==> config.mk <==
export PLATFORM = sky130hd
export DESIGN_NAME = frame_of_reference_packer_top
export DESIGN_NICKNAME = d
export VERILOG_FILES = /design/src/rtl/forp_pkg.sv /design/src/rtl/forp_store.sv /design/src/rtl/forp_pack_unit.sv /design/src/rtl/frame_of_reference_packer_top.sv
export VERILOG_INCLUDE_DIRS = /design/src /design/src/rtl
export SDC_FILE = /design/constraint.sdc
export NUM_CORES = 2
export LEC_CHECK = 0
export BUFFER_PORTS_ARGS = -buffer_cell sky130_fd_sc_hd__buf_2
export CORE_MARGIN = 2
export CORE_UTILIZATION = 68
export CTS_BUF_LIST = sky130_fd_sc_hd__clkbuf_16
export CTS_CLUSTER_SIZE = 28
export DETAILED_ROUTE_END_ITERATION = 16
export GPL_TIMING_DRIVEN = 0
export PLACE_DENSITY = 0.9
export SLEW_MARGIN = 20
export SYNTH_ARGS = -nofsm -noshare
export SYNTH_HDL_FRONTEND = slang
export SYNTH_SLANG_ARGS = --single-unit
export TNS_END_PERCENT = 5
==> constraint.sdc <==
create_clock -name i_clk -period 10.8 [get_ports i_clk]
set_input_delay 0 -clock i_clk [delete_from_list [all_inputs] [get_ports i_clk]]
set_output_delay 0 -clock i_clk [all_outputs]
set_load 0.01 [all_outputs]
==> src/rtl/frame_of_reference_packer_top_macros.svh <==
// Assertion helpers for the frame-of-reference packer.
`ifndef FRAME_OF_REFERENCE_PACKER_TOP_MACROS_SVH
`define FRAME_OF_REFERENCE_PACKER_TOP_MACROS_SVH

// Consequent must hold in the same cycle as the antecedent.
`define FORP_ASSERT_SAME(lbl, ante, cons, msg) \
    lbl: assert property (@(posedge i_clk) disable iff (!i_rst_n) \
        (ante) |-> (cons)) else $error(msg);

// Consequent must hold in the cycle after the antecedent.
`define FORP_ASSERT_NEXT(lbl, ante, cons, msg) \
    lbl: assert property (@(posedge i_clk) disable iff (!i_rst_n) \
        (ante) |=> (cons)) else $error(msg);

`endif

==> src/rtl/forp_pkg.sv <==
`timescale 1ns / 1ps

package forp_pkg;

    // Block geometry.
    localparam int MAX_BLOCK   = 32;
    localparam int STORE_DEPTH = 32;
    localparam int ADDR_W      = $clog2(STORE_DEPTH);
    localparam int CNT_W       = $clog2(STORE_DEPTH + 1);

    // Field widths.
    localparam int BYTE_BITS  = 8;
    localparam int WORD_BITS  = 4 * BYTE_BITS;
    localparam int VALUE_W    = 32;
    localparam int BW_W       = 6;
    localparam int VB_W       = 3;
    localparam int ACC_W      = 2 * WORD_BITS;
    localparam int ACC_BITS_W = 6;

    // Output stream payload layout, lowest bit first.
    localparam int MIN_LSB    = 0;
    localparam int BW_LSB     = MIN_LSB + VALUE_W;
    localparam int WORD_LSB   = BW_LSB + BW_W;
    localparam int VB_LSB     = WORD_LSB + WORD_BITS;
    localparam int OVF_LSB    = VB_LSB + VB_W;
    localparam int FIELDS_W   = OVF_LSB + 1;
    localparam int TDATA_W    = ((FIELDS_W + BYTE_BITS - 1) / BYTE_BITS) * BYTE_BITS;

    // Sequencer states.
    typedef enum logic [2:0] {
        ST_LOAD,
        ST_CALC,
        ST_WIDTH,
        ST_HEADER,
        ST_READ,
        ST_APPEND,
        ST_CHECK,
        ST_TAIL
    } t_state;

    // Operations of the packing unit.
    typedef enum logic [1:0] {
        PK_IDLE,
        PK_CLEAR,
        PK_APPEND,
        PK_TAKE
    } t_pack_op;

    typedef struct packed {
        t_pack_op             op;
        logic [BW_W-1:0]      bw;
        logic [VALUE_W-1:0]   mn;
    } t_pack_ctrl;

    typedef struct packed {
        logic [ACC_BITS_W-1:0] bits;
        logic [WORD_BITS-1:0]  full_word;
        logic [WORD_BITS-1:0]  tail_word;
        logic [VB_W-1:0]       tail_bytes;
    } t_pack_stat;

endpackage

==> src/rtl/forp_store.sv <==
`timescale 1ns / 1ps

module forp_store
    import forp_pkg::*;
(
    input  logic               i_clk,
    input  logic               i_wr_en,
    input  logic [ADDR_W-1:0]  i_wr_addr,
    input  logic [VALUE_W-1:0] i_wr_data,
    input  logic [ADDR_W-1:0]  i_rd_addr,
    output logic [VALUE_W-1:0] o_rd_data
);

    logic [VALUE_W-1:0] r_mem [STORE_DEPTH];
    logic [VALUE_W-1:0] r_rd_data;

    // Single write port, registered read port.
    always_ff @(posedge i_clk) begin
        if (i_wr_en) begin
            r_mem[i_wr_addr] <= i_wr_data;
        end
        r_rd_data <= r_mem[i_rd_addr];
    end

    assign o_rd_data = r_rd_data;

endmodule

==> src/rtl/forp_pack_unit.sv <==
`timescale 1ns / 1ps

module forp_pack_unit
    import forp_pkg::*;
(
    input  logic               i_clk,
    input  logic               i_rst_n,
    input  t_pack_ctrl         i_ctrl,
    input  logic [VALUE_W-1:0] i_value,
    output t_pack_stat         o_stat
);

    logic [ACC_W-1:0]      r_acc;
    logic [ACC_W-1:0]      n_acc;
    logic [ACC_BITS_W-1:0] r_bits;
    logic [ACC_BITS_W-1:0] n_bits;
    logic [VALUE_W-1:0]    w_adj;
    logic [ACC_BITS_W-1:0] w_full_sh;
    logic [ACC_BITS_W-1:0] w_tail_sh;
    logic [ACC_BITS_W:0]   w_tail_round;

    // Zeros stay zero; every other value is taken relative to the minimum.
    assign w_adj = (i_value != '0) ? (i_value - i_ctrl.mn) : '0;

    // Accumulator update: new bits always enter at the bottom.
    always_comb begin
        n_acc  = r_acc;
        n_bits = r_bits;
        case (i_ctrl.op)
            PK_CLEAR: begin
                n_acc  = '0;
                n_bits = '0;
            end
            PK_APPEND: begin
                n_acc  = (r_acc << i_ctrl.bw) | {{(ACC_W-VALUE_W){1'b0}}, w_adj};
                n_bits = r_bits + ACC_BITS_W'(i_ctrl.bw);
            end
            PK_TAKE: begin
                n_bits = r_bits - ACC_BITS_W'(WORD_BITS);
            end
            default: begin
                n_acc  = r_acc;
                n_bits = r_bits;
            end
        endcase
    end

    always_ff @(posedge i_clk) begin
        if (!i_rst_n) begin
            r_acc  <= '0;
            r_bits <= '0;
        end else begin
            r_acc  <= n_acc;
            r_bits <= n_bits;
        end
    end

    // The oldest pending bits sit just below bit r_bits; anything above is stale.
    assign w_full_sh    = r_bits - ACC_BITS_W'(WORD_BITS);
    assign w_tail_sh    = ACC_BITS_W'(WORD_BITS) - r_bits;
    assign w_tail_round = {1'b0, r_bits} + (ACC_BITS_W+1)'(BYTE_BITS - 1);

    assign o_stat.bits       = r_bits;
    assign o_stat.full_word  = WORD_BITS'(r_acc >> w_full_sh);
    assign o_stat.tail_word  = WORD_BITS'(r_acc << w_tail_sh);
    assign o_stat.tail_bytes = VB_W'(w_tail_round >> $clog2(BYTE_BITS));

endmodule

==> src/rtl/frame_of_reference_packer_top.sv <==
`timescale 1ns / 1ps

// Frame-of-reference packer. Values of a block stream in one per cycle on the
// slave side, the last one marked by tlast; up to MAX_BLOCK are kept and the
// rest dropped, which sets the overflow flag of the header. The minimum nonzero
// value and the maximum are tracked while loading. After the last value the
// block stops taking input and forms the range in ST_CALC. A shift loop then
// finds the bit width in ST_WIDTH by shifting the range right until it is zero.
// It sends the header, then, if the width is nonzero, walks the value memory
// once: a read, an append to the packing accumulator and a check for each
// stored value, and a partial last word is sent from ST_TAIL. A wait on the
// master side holds back the header, each full word and the partial word. The
// packed words leave MSB first, tlast marks the final result of the block, and
// input is taken again once the last result is queued.
`include "frame_of_reference_packer_top_macros.svh"

module frame_of_reference_packer_top
    import forp_pkg::*;
(
    input  logic               i_clk,
    input  logic               i_rst_n,
    // Slave side.
    input  logic               s_axis_tvalid,
    output logic               s_axis_tready,
    input  logic [VALUE_W-1:0] s_axis_tdata,  // [31:0] value
    input  logic               s_axis_tlast,  // last
    // Master side.
    output logic               m_axis_tvalid,
    input  logic               m_axis_tready,
    // [31:0] minimum_value, [37:32] bit_width, [69:38] packed_word,
    // [72:70] valid_bytes, [73] overflow, [79:74] zero
    output logic [TDATA_W-1:0] m_axis_tdata,
    output logic               m_axis_tuser,  // is_header
    output logic               m_axis_tlast   // end_of_run
);

    t_state             r_state, n_state;
    logic [CNT_W-1:0]   r_count, n_count;
    logic [VALUE_W-1:0] r_min, n_min;
    logic [VALUE_W-1:0] r_max, n_max;
    logic               r_seen, n_seen;
    logic               r_ovf, n_ovf;
    logic [VALUE_W-1:0] r_scan, n_scan;
    logic [BW_W-1:0]    r_width, n_width;
    logic [CNT_W-1:0]   r_idx, n_idx;

    logic               r_out_valid, n_out_valid;
    logic [TDATA_W-1:0] r_out_data, n_out_data;
    logic               r_out_user, n_out_user;
    logic               r_out_last, n_out_last;

    logic               w_in_req;
    logic               w_slot_free;
    logic               w_wr_en;
    logic [VALUE_W-1:0] w_rd_data;
    t_pack_ctrl         w_pack_ctrl;
    t_pack_stat         w_pack_stat;
    logic               w_idx_end;

    logic               w_hdr_out;
    logic               w_word_out;
    logic               w_full_out;
    logic [BW_W-1:0]    w_out_bw;
    logic [VB_W-1:0]    w_out_vb;
    logic [VALUE_W-1:0] w_out_min;
    logic               w_take;

    // Value memory.
    forp_store u_store (
        .i_clk     (i_clk),
        .i_wr_en   (w_wr_en),
        .i_wr_addr (r_count[ADDR_W-1:0]),
        .i_wr_data (s_axis_tdata),
        .i_rd_addr (r_idx[ADDR_W-1:0]),
        .o_rd_data (w_rd_data)
    );

    // Packing accumulator.
    forp_pack_unit u_pack (
        .i_clk   (i_clk),
        .i_rst_n (i_rst_n),
        .i_ctrl  (w_pack_ctrl),
        .i_value (w_rd_data),
        .o_stat  (w_pack_stat)
    );

    assign s_axis_tready = (r_state == ST_LOAD);
    assign w_in_req      = s_axis_tvalid && s_axis_tready;
    assign w_wr_en       = w_in_req && (r_count < CNT_W'(MAX_BLOCK));
    assign w_slot_free   = !r_out_valid || m_axis_tready;
    assign w_idx_end     = (r_idx == r_count);

    // Sequencer: next state, block bookkeeping and the output register.
    always_comb begin
        n_state     = r_state;
        n_count     = r_count;
        n_min       = r_min;
        n_max       = r_max;
        n_seen      = r_seen;
        n_ovf       = r_ovf;
        n_scan      = r_scan;
        n_width     = r_width;
        n_idx       = r_idx;
        n_out_valid = r_out_valid && !m_axis_tready;
        n_out_data  = r_out_data;
        n_out_user  = r_out_user;
        n_out_last  = r_out_last;
        w_pack_ctrl.op = PK_IDLE;
        w_pack_ctrl.bw = r_width;
        w_pack_ctrl.mn = r_min;

        case (r_state)
            ST_LOAD: begin
                if (w_in_req) begin
                    if (w_wr_en) begin
                        n_count = r_count + 1'b1;
                        if (s_axis_tdata != '0) begin
                            n_seen = 1'b1;
                            if (s_axis_tdata < r_min) begin
                                n_min = s_axis_tdata;
                            end
                        end
                        if (s_axis_tdata > r_max) begin
                            n_max = s_axis_tdata;
                        end
                    end else begin
                        n_ovf = 1'b1;
                    end
                    if (s_axis_tlast) begin
                        n_state = ST_CALC;
                    end
                end
            end
            ST_CALC: begin
                // Frame of reference and the range left to encode.
                n_min   = r_seen ? r_min : '0;
                n_scan  = r_seen ? (r_max - r_min) : '0;
                n_width = '0;
                n_state = ST_WIDTH;
            end
            ST_WIDTH: begin
                // Bit length of the range, one bit per cycle.
                if (r_scan != '0) begin
                    n_scan  = r_scan >> 1;
                    n_width = r_width + 1'b1;
                end else begin
                    n_state = ST_HEADER;
                end
            end
            ST_HEADER: begin
                if (w_slot_free) begin
                    n_out_valid = 1'b1;
                    n_out_user  = 1'b1;
                    n_out_last  = (r_width == '0);
                    n_out_data  = '0;
                    n_out_data[MIN_LSB +: VALUE_W] = r_min;
                    n_out_data[BW_LSB +: BW_W]     = r_width;
                    n_out_data[OVF_LSB]            = r_ovf;
                    if (r_width == '0) begin
                        n_state = ST_LOAD;
                    end else begin
                        w_pack_ctrl.op = PK_CLEAR;
                        n_idx   = '0;
                        n_state = ST_READ;
                    end
                end
            end
            ST_READ: begin
                // Memory address is presented; data arrives next cycle.
                n_state = ST_APPEND;
            end
            ST_APPEND: begin
                w_pack_ctrl.op = PK_APPEND;
                n_idx   = r_idx + 1'b1;
                n_state = ST_CHECK;
            end
            ST_CHECK: begin
                if (w_pack_stat.bits >= ACC_BITS_W'(WORD_BITS)) begin
                    if (w_slot_free) begin
                        w_pack_ctrl.op = PK_TAKE;
                        n_out_valid = 1'b1;
                        n_out_user  = 1'b0;
                        n_out_last  = w_idx_end &&
                                      (w_pack_stat.bits == ACC_BITS_W'(WORD_BITS));
                        n_out_data  = '0;
                        n_out_data[WORD_LSB +: WORD_BITS] = w_pack_stat.full_word;
                        n_out_data[VB_LSB +: VB_W]        = VB_W'(WORD_BITS / BYTE_BITS);
                        if (!w_idx_end) begin
                            n_state = ST_READ;
                        end else if (w_pack_stat.bits != ACC_BITS_W'(WORD_BITS)) begin
                            n_state = ST_TAIL;
                        end else begin
                            n_state = ST_LOAD;
                        end
                    end
                end else if (!w_idx_end) begin
                    n_state = ST_READ;
                end else if (w_pack_stat.bits != '0) begin
                    n_state = ST_TAIL;
                end else begin
                    n_state = ST_LOAD;
                end
            end
            ST_TAIL: begin
                // Partial final word, padded with zeros below the packed bits.
                if (w_slot_free) begin
                    n_out_valid = 1'b1;
                    n_out_user  = 1'b0;
                    n_out_last  = 1'b1;
                    n_out_data  = '0;
                    n_out_data[WORD_LSB +: WORD_BITS] = w_pack_stat.tail_word;
                    n_out_data[VB_LSB +: VB_W]        = w_pack_stat.tail_bytes;
                    n_state = ST_LOAD;
                end
            end
            default: begin
                n_state = ST_LOAD;
            end
        endcase

        // Block bookkeeping returns to its start values once the block is done.
        if (r_state != ST_LOAD && n_state == ST_LOAD) begin
            n_count = '0;
            n_min   = '1;
            n_max   = '0;
            n_seen  = 1'b0;
            n_ovf   = 1'b0;
        end
    end

    // Control registers.
    always_ff @(posedge i_clk) begin
        if (!i_rst_n) begin
            r_state     <= ST_LOAD;
            r_count     <= '0;
            r_min       <= '1;
            r_max       <= '0;
            r_seen      <= 1'b0;
            r_ovf       <= 1'b0;
            r_out_valid <= 1'b0;
        end else begin
            r_state     <= n_state;
            r_count     <= n_count;
            r_min       <= n_min;
            r_max       <= n_max;
            r_seen      <= n_seen;
            r_ovf       <= n_ovf;
            r_out_valid <= n_out_valid;
        end
    end

    // Working and payload registers.
    always_ff @(posedge i_clk) begin
        r_scan     <= n_scan;
        r_width    <= n_width;
        r_idx      <= n_idx;
        r_out_data <= n_out_data;
        r_out_user <= n_out_user;
        r_out_last <= n_out_last;
    end

    assign m_axis_tvalid = r_out_valid;
    assign m_axis_tdata  = r_out_data;
    assign m_axis_tuser  = r_out_user;
    assign m_axis_tlast  = r_out_last;

    // Views of the output register for the checks below.
    assign w_hdr_out  = m_axis_tvalid && m_axis_tuser;
    assign w_word_out = m_axis_tvalid && !m_axis_tuser;
    assign w_out_bw   = m_axis_tdata[BW_LSB +: BW_W];
    assign w_out_vb   = m_axis_tdata[VB_LSB +: VB_W];
    assign w_out_min  = m_axis_tdata[MIN_LSB +: VALUE_W];
    assign w_full_out = w_word_out && (w_out_vb == VB_W'(WORD_BITS / BYTE_BITS));
    assign w_take     = (r_state == ST_CHECK) && (w_pack_ctrl.op == PK_TAKE);

    // Checks.
    `FORP_ASSERT_SAME(a_count_bound, 1'b1, r_count <= CNT_W'(MAX_BLOCK), "count past limit")
    `FORP_ASSERT_SAME(a_zero_width_ends, w_hdr_out && (w_out_bw == '0), m_axis_tlast, "header not last")
    `FORP_ASSERT_SAME(a_word_bytes, w_word_out, (w_out_vb != '0) && (w_out_min == '0), "bad data word")
    `FORP_ASSERT_NEXT(a_take_full, w_take, w_full_out, "full word not presented after take")

endmodule

==> impl_metrics.py, run 1 <==
metrics = {
    "cts": {
        "htreeDepth": 4,
        "clock_sinks": 1322,
        "clk_path_buf_depth": 3,
        "cts-buffers-inserted": 131,
        "postCtsSetupBuffers": 0,
        "cts_resized": 0,
        "root_buffer": "clkbuf_16",
        "cts_hold_buffers": 36,
    },
    "global_routing": {
        "grt_max_degree": 44,
        "grt_pass1_wl_um": 495000,
        "grt_overflow": 1042,
        "grt_usage": 0.743,
        "grt_pass1_vias": 58914,
    },
    "synth": {
        "syn_area_mm2": 0.0637,
        "synth-xor-area-share": 0.0107,
        "synth_warnings": 0,
        "syn_inst": 4405,
        "synth.largest_area_cell": "edfxtp_1",
        "synth_flop_cell": "edfxtp_1",
        "synth.mux.area_fraction": 0.199,
        "synth-edff-count": 1144,
        "synth_compound_area_frac": 0.0705,
        "synth_most_common_cell": "edfxtp_1",
        "async_flop_share": 0,
        "ys_seq_area_frac": 0.595,
        "syn_area_per_cell_um2": 14.5,
        "netlist.area_leader.share": 0.539,
        "synthTopCellsByCount": "1,144 x edfxtp_1, 468 x nand2_1, 451 x mux4_2, 302 x nor2_1, 210 x a21oi_1",
        "synth-seq-cells": 1322,
        "synthTopCellsByArea": "edfxtp_1 54%, mux4_2 16%, dfxtp_1 5.6%",
        "synth_top_family_by_area": "multiplexers",
        "ys_types": 81,
        "synth-simple-area-share": 0.0686,
        "synth-adder-area-share": 0.0288,
    },
    "floorplanning": {
        "start_util": 0.685,
        "fp.dieH_um": 310,
        "rows": 112,
        "die_w_um": 310,
        "io_pins": 121,
    },
    "outcome": {
        "stop_error": "[ERROR GRT-0116] Global routing finished with congestion. Check the congestion regions in the DRC Viewer.",
        "stop_stage": "global routing (5_1_grt)",
        "status": "aborted with a tool error",
    },
    "placed_design": {
        "hpwl_um": 174000,
        "placed_cells": 5818,
        "portBuffers": 113,
        "dp_slack_ns": 5.84,
        "gp_congestion": 1.05,
    },
}
==> cells by family after synthesis <==
family / Yosys count
DFF: 1322
AOI/OAI and AO/OA: 730
other: 1
adders and majority gates: 145
and+or+nand+nor: 1015
muxes: 695
xor gates and xnor gates: 78
buffers and inverters: 419
==> routing by layer <==
layer	GRT overflow	global-route usage
met4	292	0.695
met1	105	0.776
met3	118	0.596
met2	509	0.879
met5	18	0.400
==> per-stage QoR <==
step	utilization	instance area, um^2
2_1_floorplan	-	63700
3_5_place_dp	0.721	67100
3_3_place_gp	0.708	65900
4_1_cts	0.770	71700
==> inputs of run 2 (changes only) <==
- CORE_UTILIZATION: 68 -> 40
- CTS_BUF_LIST: sky130_fd_sc_hd__clkbuf_16 -> not set
- CTS_CLUSTER_SIZE: 28 -> not set
- PLACE_DENSITY: 0.9 -> not set
- PLACE_DENSITY_LB_ADDON: not set -> 0.15
==> impl_metrics.py, run 2 <==
metrics = {
    "outcome": {
        "status": "finished, final reports clean",
    },
    "placed_design": {
        "placed_cells": 6655,
        "gp_congestion": 0.949,
        "hpwl_um": 164000,
        "portBuffers": 113,
    },
    "cells_and_area": {
        "drive_above_1_share": 0.211,
        "fillerInstances": 13964,
        "n_antenna_cell": 0,
        "largest_reg_flops": 1024,
        "layout_common_cells": "1,144 x edfxtp_1, 468 x nand2_1, 451 x mux4_2",
        "syn2layout_area_growth_pct": 15.5,
        "largest_register": "u_store.r_mem",
        "final_util": 0.465,
        "nets": 4946,
        "final_common_cell": "edfxtp_1",
        "instances_no_fill": 6953,
    },
    "power_and_ir_drop": {
        "p_total_w": 0.0112,
        "p_per_area_mw_per_mm2": 152,
        "p_leak_nw": 24.8,
        "vdd_drop_max_uv": 163,
    },
    "global_routing": {
        "antenna_found_initial": 3,
        "grt_pass1_vias": 41004,
        "grt_max_degree": 47,
        "grt_overflow": 0,
        "grt_usage": 0.275,
        "grt_pass1_wl_um": 316000,
    },
    "worst_hold_path": {
        "hold_end": "r_ovf$_SDFFE_PP0P_",
        "holdCritStartpoint": "s_axis_tvalid",
        "min_path_cells": 4,
        "min_path_type": "input pin to flop",
    },
    "critical_path": {
        "r2r-start": "r_width[1]$_SDFFCE_PN0P_",
        "slowest_stage": "nor2_1",
        "rr_worst_depth": 15,
        "reg2reg_setup_slack_ns": 5.35,
        "critPathCaptureType": "flop",
        "path_max_fanout": 10,
        "cp.required_ns": 11.49,
        "cp.arrival_ns": 6.15,
        "path_cells": "buf_4, inv_2, buf_1, ha_1, nor3b_2, nor2_1, nand2_1, o21ai_0, nand3_1, ha_1, inv_1, nor2_1, nand2_1, clkbuf_1, o21ai_0",
        "cp-start-kind": "flop",
        "crit_type": "flop to flop",
        "r2r-end": "u_pack.r_acc[14]$_SDFFE_PN0P_",
        "crit_start": "r_width[1]$_SDFFCE_PN0P_",
        "slowest_delay_ns": 0.82,
    },
    "cts": {
        "root_buffer": "clkbuf_16",
        "clock_sinks": 1322,
        "postCtsSetupBuffers": 0,
        "cts-buffers-inserted": 143,
        "htreeDepth": 4,
        "clk_latency_ns": 0.80,
        "cts_resized": 0,
        "clkTransAtPathRegs_ns": 0.06,
        "clk_path_buf_depth": 3,
        "cts_hold_buffers": 36,
        "cts_tree": "yes",
    },
    "timing": {
        "rsz0062_at_grt": "no",
        "max_freq_mhz": 183,
        "period_needed_ns": 5.45,
        "hold_viol": 0,
        "worstMarginPinSlew_ns": 1.14,
        "final.setup_skew_ns": 0.0278,
        "period_share": 0.505,
        "fin_setup_tns_ns": 0,
        "slew_violations": 0,
        "relSlewSlack": 0.240,
        "setup_viol_count_final": 0,
    },
    "drt": {
        "avgViaCountPerCell": 6.06,
        "drt_iter0_drc": 4748,
        "highest_layer": "met5",
        "wirelength_um": 225000,
        "met1_length_um": 95600,
        "met2WireLength_um": 107000,
        "wl_met3_um": 14200,
        "dr.pass1.iters": 6,
        "drcViolationCount": 0,
        "drtAntennaViolNets": 0,
        "dr_total_vias": 42110,
        "wire_per_inst_um": 32.4,
    },
    "synth": {
        "synthTopCellsByCount": "1,144 x edfxtp_1, 468 x nand2_1, 451 x mux4_2, 302 x nor2_1, 210 x a21oi_1",
        "syn_area_mm2": 0.0637,
        "synth.largest_area_cell": "edfxtp_1",
        "synth-seq-cells": 1322,
        "synth_flop_cell": "edfxtp_1",
        "synth_warnings": 0,
        "synth_most_common_cell": "edfxtp_1",
        "synthTopCellsByArea": "edfxtp_1 54%, mux4_2 16%, dfxtp_1 5.6%",
        "syn_inst": 4405,
        "syn_area_per_cell_um2": 14.5,
        "ys_seq_area_frac": 0.595,
        "async_flop_share": 0,
        "ys_types": 81,
        "synth-edff-count": 1144,
        "netlist.area_leader.share": 0.539,
    },
    "floorplanning": {
        "rows": 146,
        "core_mm2": 0.158,
        "die_w_um": 403,
        "dieArea_mm2": 0.162,
        "start_util": 0.403,
        "io_pins": 121,
        "fp.dieH_um": 403,
    },
    "run": {
        "maxCapViolations": 0,
    },
}
[run 2: cell counts after synthesis]
No cell type changed its count.
[run 2: logic make-up (layout without fill, tap and decap cells)]
family,Yosys count,count (layout),synth area share
AO/OA/AOI/OAI,730,730,0.0705
XOR/XNOR,78,78,0.0107
multiplexers,695,695,0.199
AND/OR/NAND/NOR,1015,1015,0.0686
flip-flops,1322,1322,0.595
adder cells (fa/ha/maj),145,145,0.0288
buffers and inverters,419,890,0.0273
other,1,6,0.0000589
[run 2: worst max-delay path by stage]
stage	cells past startpoint	end
global placement	8	u_store.r_mem[19][8]$_DFFE_PP_
finish	15	u_pack.r_acc[14]$_SDFFE_PN0P_
detailed placement	15	u_pack.r_acc[8]$_SDFFE_PN0P_
floorplan	13	m_axis_tdata[56]$_SDFFCE_PP0P_
global route	15	u_pack.r_acc[8]$_SDFFE_PN0P_
CTS	15	u_pack.r_acc[8]$_SDFFE_PN0P_
[run 2: final cells by class]
type	count	area, um^2	area share
Tap cell	2072	2590	0.0352
Clock inverter	72	749	0.0102
Multi-Input combinational cell	2669	24300	0.331
Inverter	108	405	0.00551
Buffer	311	1350	0.0183
Timing Repair Buffer	209	2310	0.0315
Clock buffer	190	3930	0.0534
Sequential cell	1322	37900	0.515
[run 2: where the power goes]
group / internal [W] / total [W] / switching (W)
registers: 0.00559 / 0.00562 / 0.0000237
clock network: 0.00278 / 0.00490 / 0.00212
logic: 0.000208 / 0.000633 / 0.000426
total: 0.00858 / 0.0112 / 0.00257
[run 2: through the flow]
step,cell area [um^2],hold WS (ns),setup slack (ns)
5_1_grt,73600,0.139,5.25
4_1_cts,73600,0.0861,5.50
2_1_floorplan,63700,0.0989,7.32
3_3_place_gp,66900,0.382,4.95
6_report,73600,0.149,5.35
3_5_place_dp,68600,0.380,5.53
[run 2: routing by layer]
layer  track usage  up-vias
li1              -    17946
met1         0.382    21967
met2         0.444     1826
met3        0.0397      367
met4        0.0976        4
met5             0        -
[run 2: critical path, delay by kind of cell (launching register included)]
family                   cells  cell delay, ns
AO/OA/AOI/OAI                2            0.32
buffers and inverters        5            1.75
adder cells (fa/ha/maj)      2            0.78
flip-flops                   1            0.56
AND/OR/NAND/NOR              6            1.94
No activity file was read; power rests on OpenSTA's default activity.
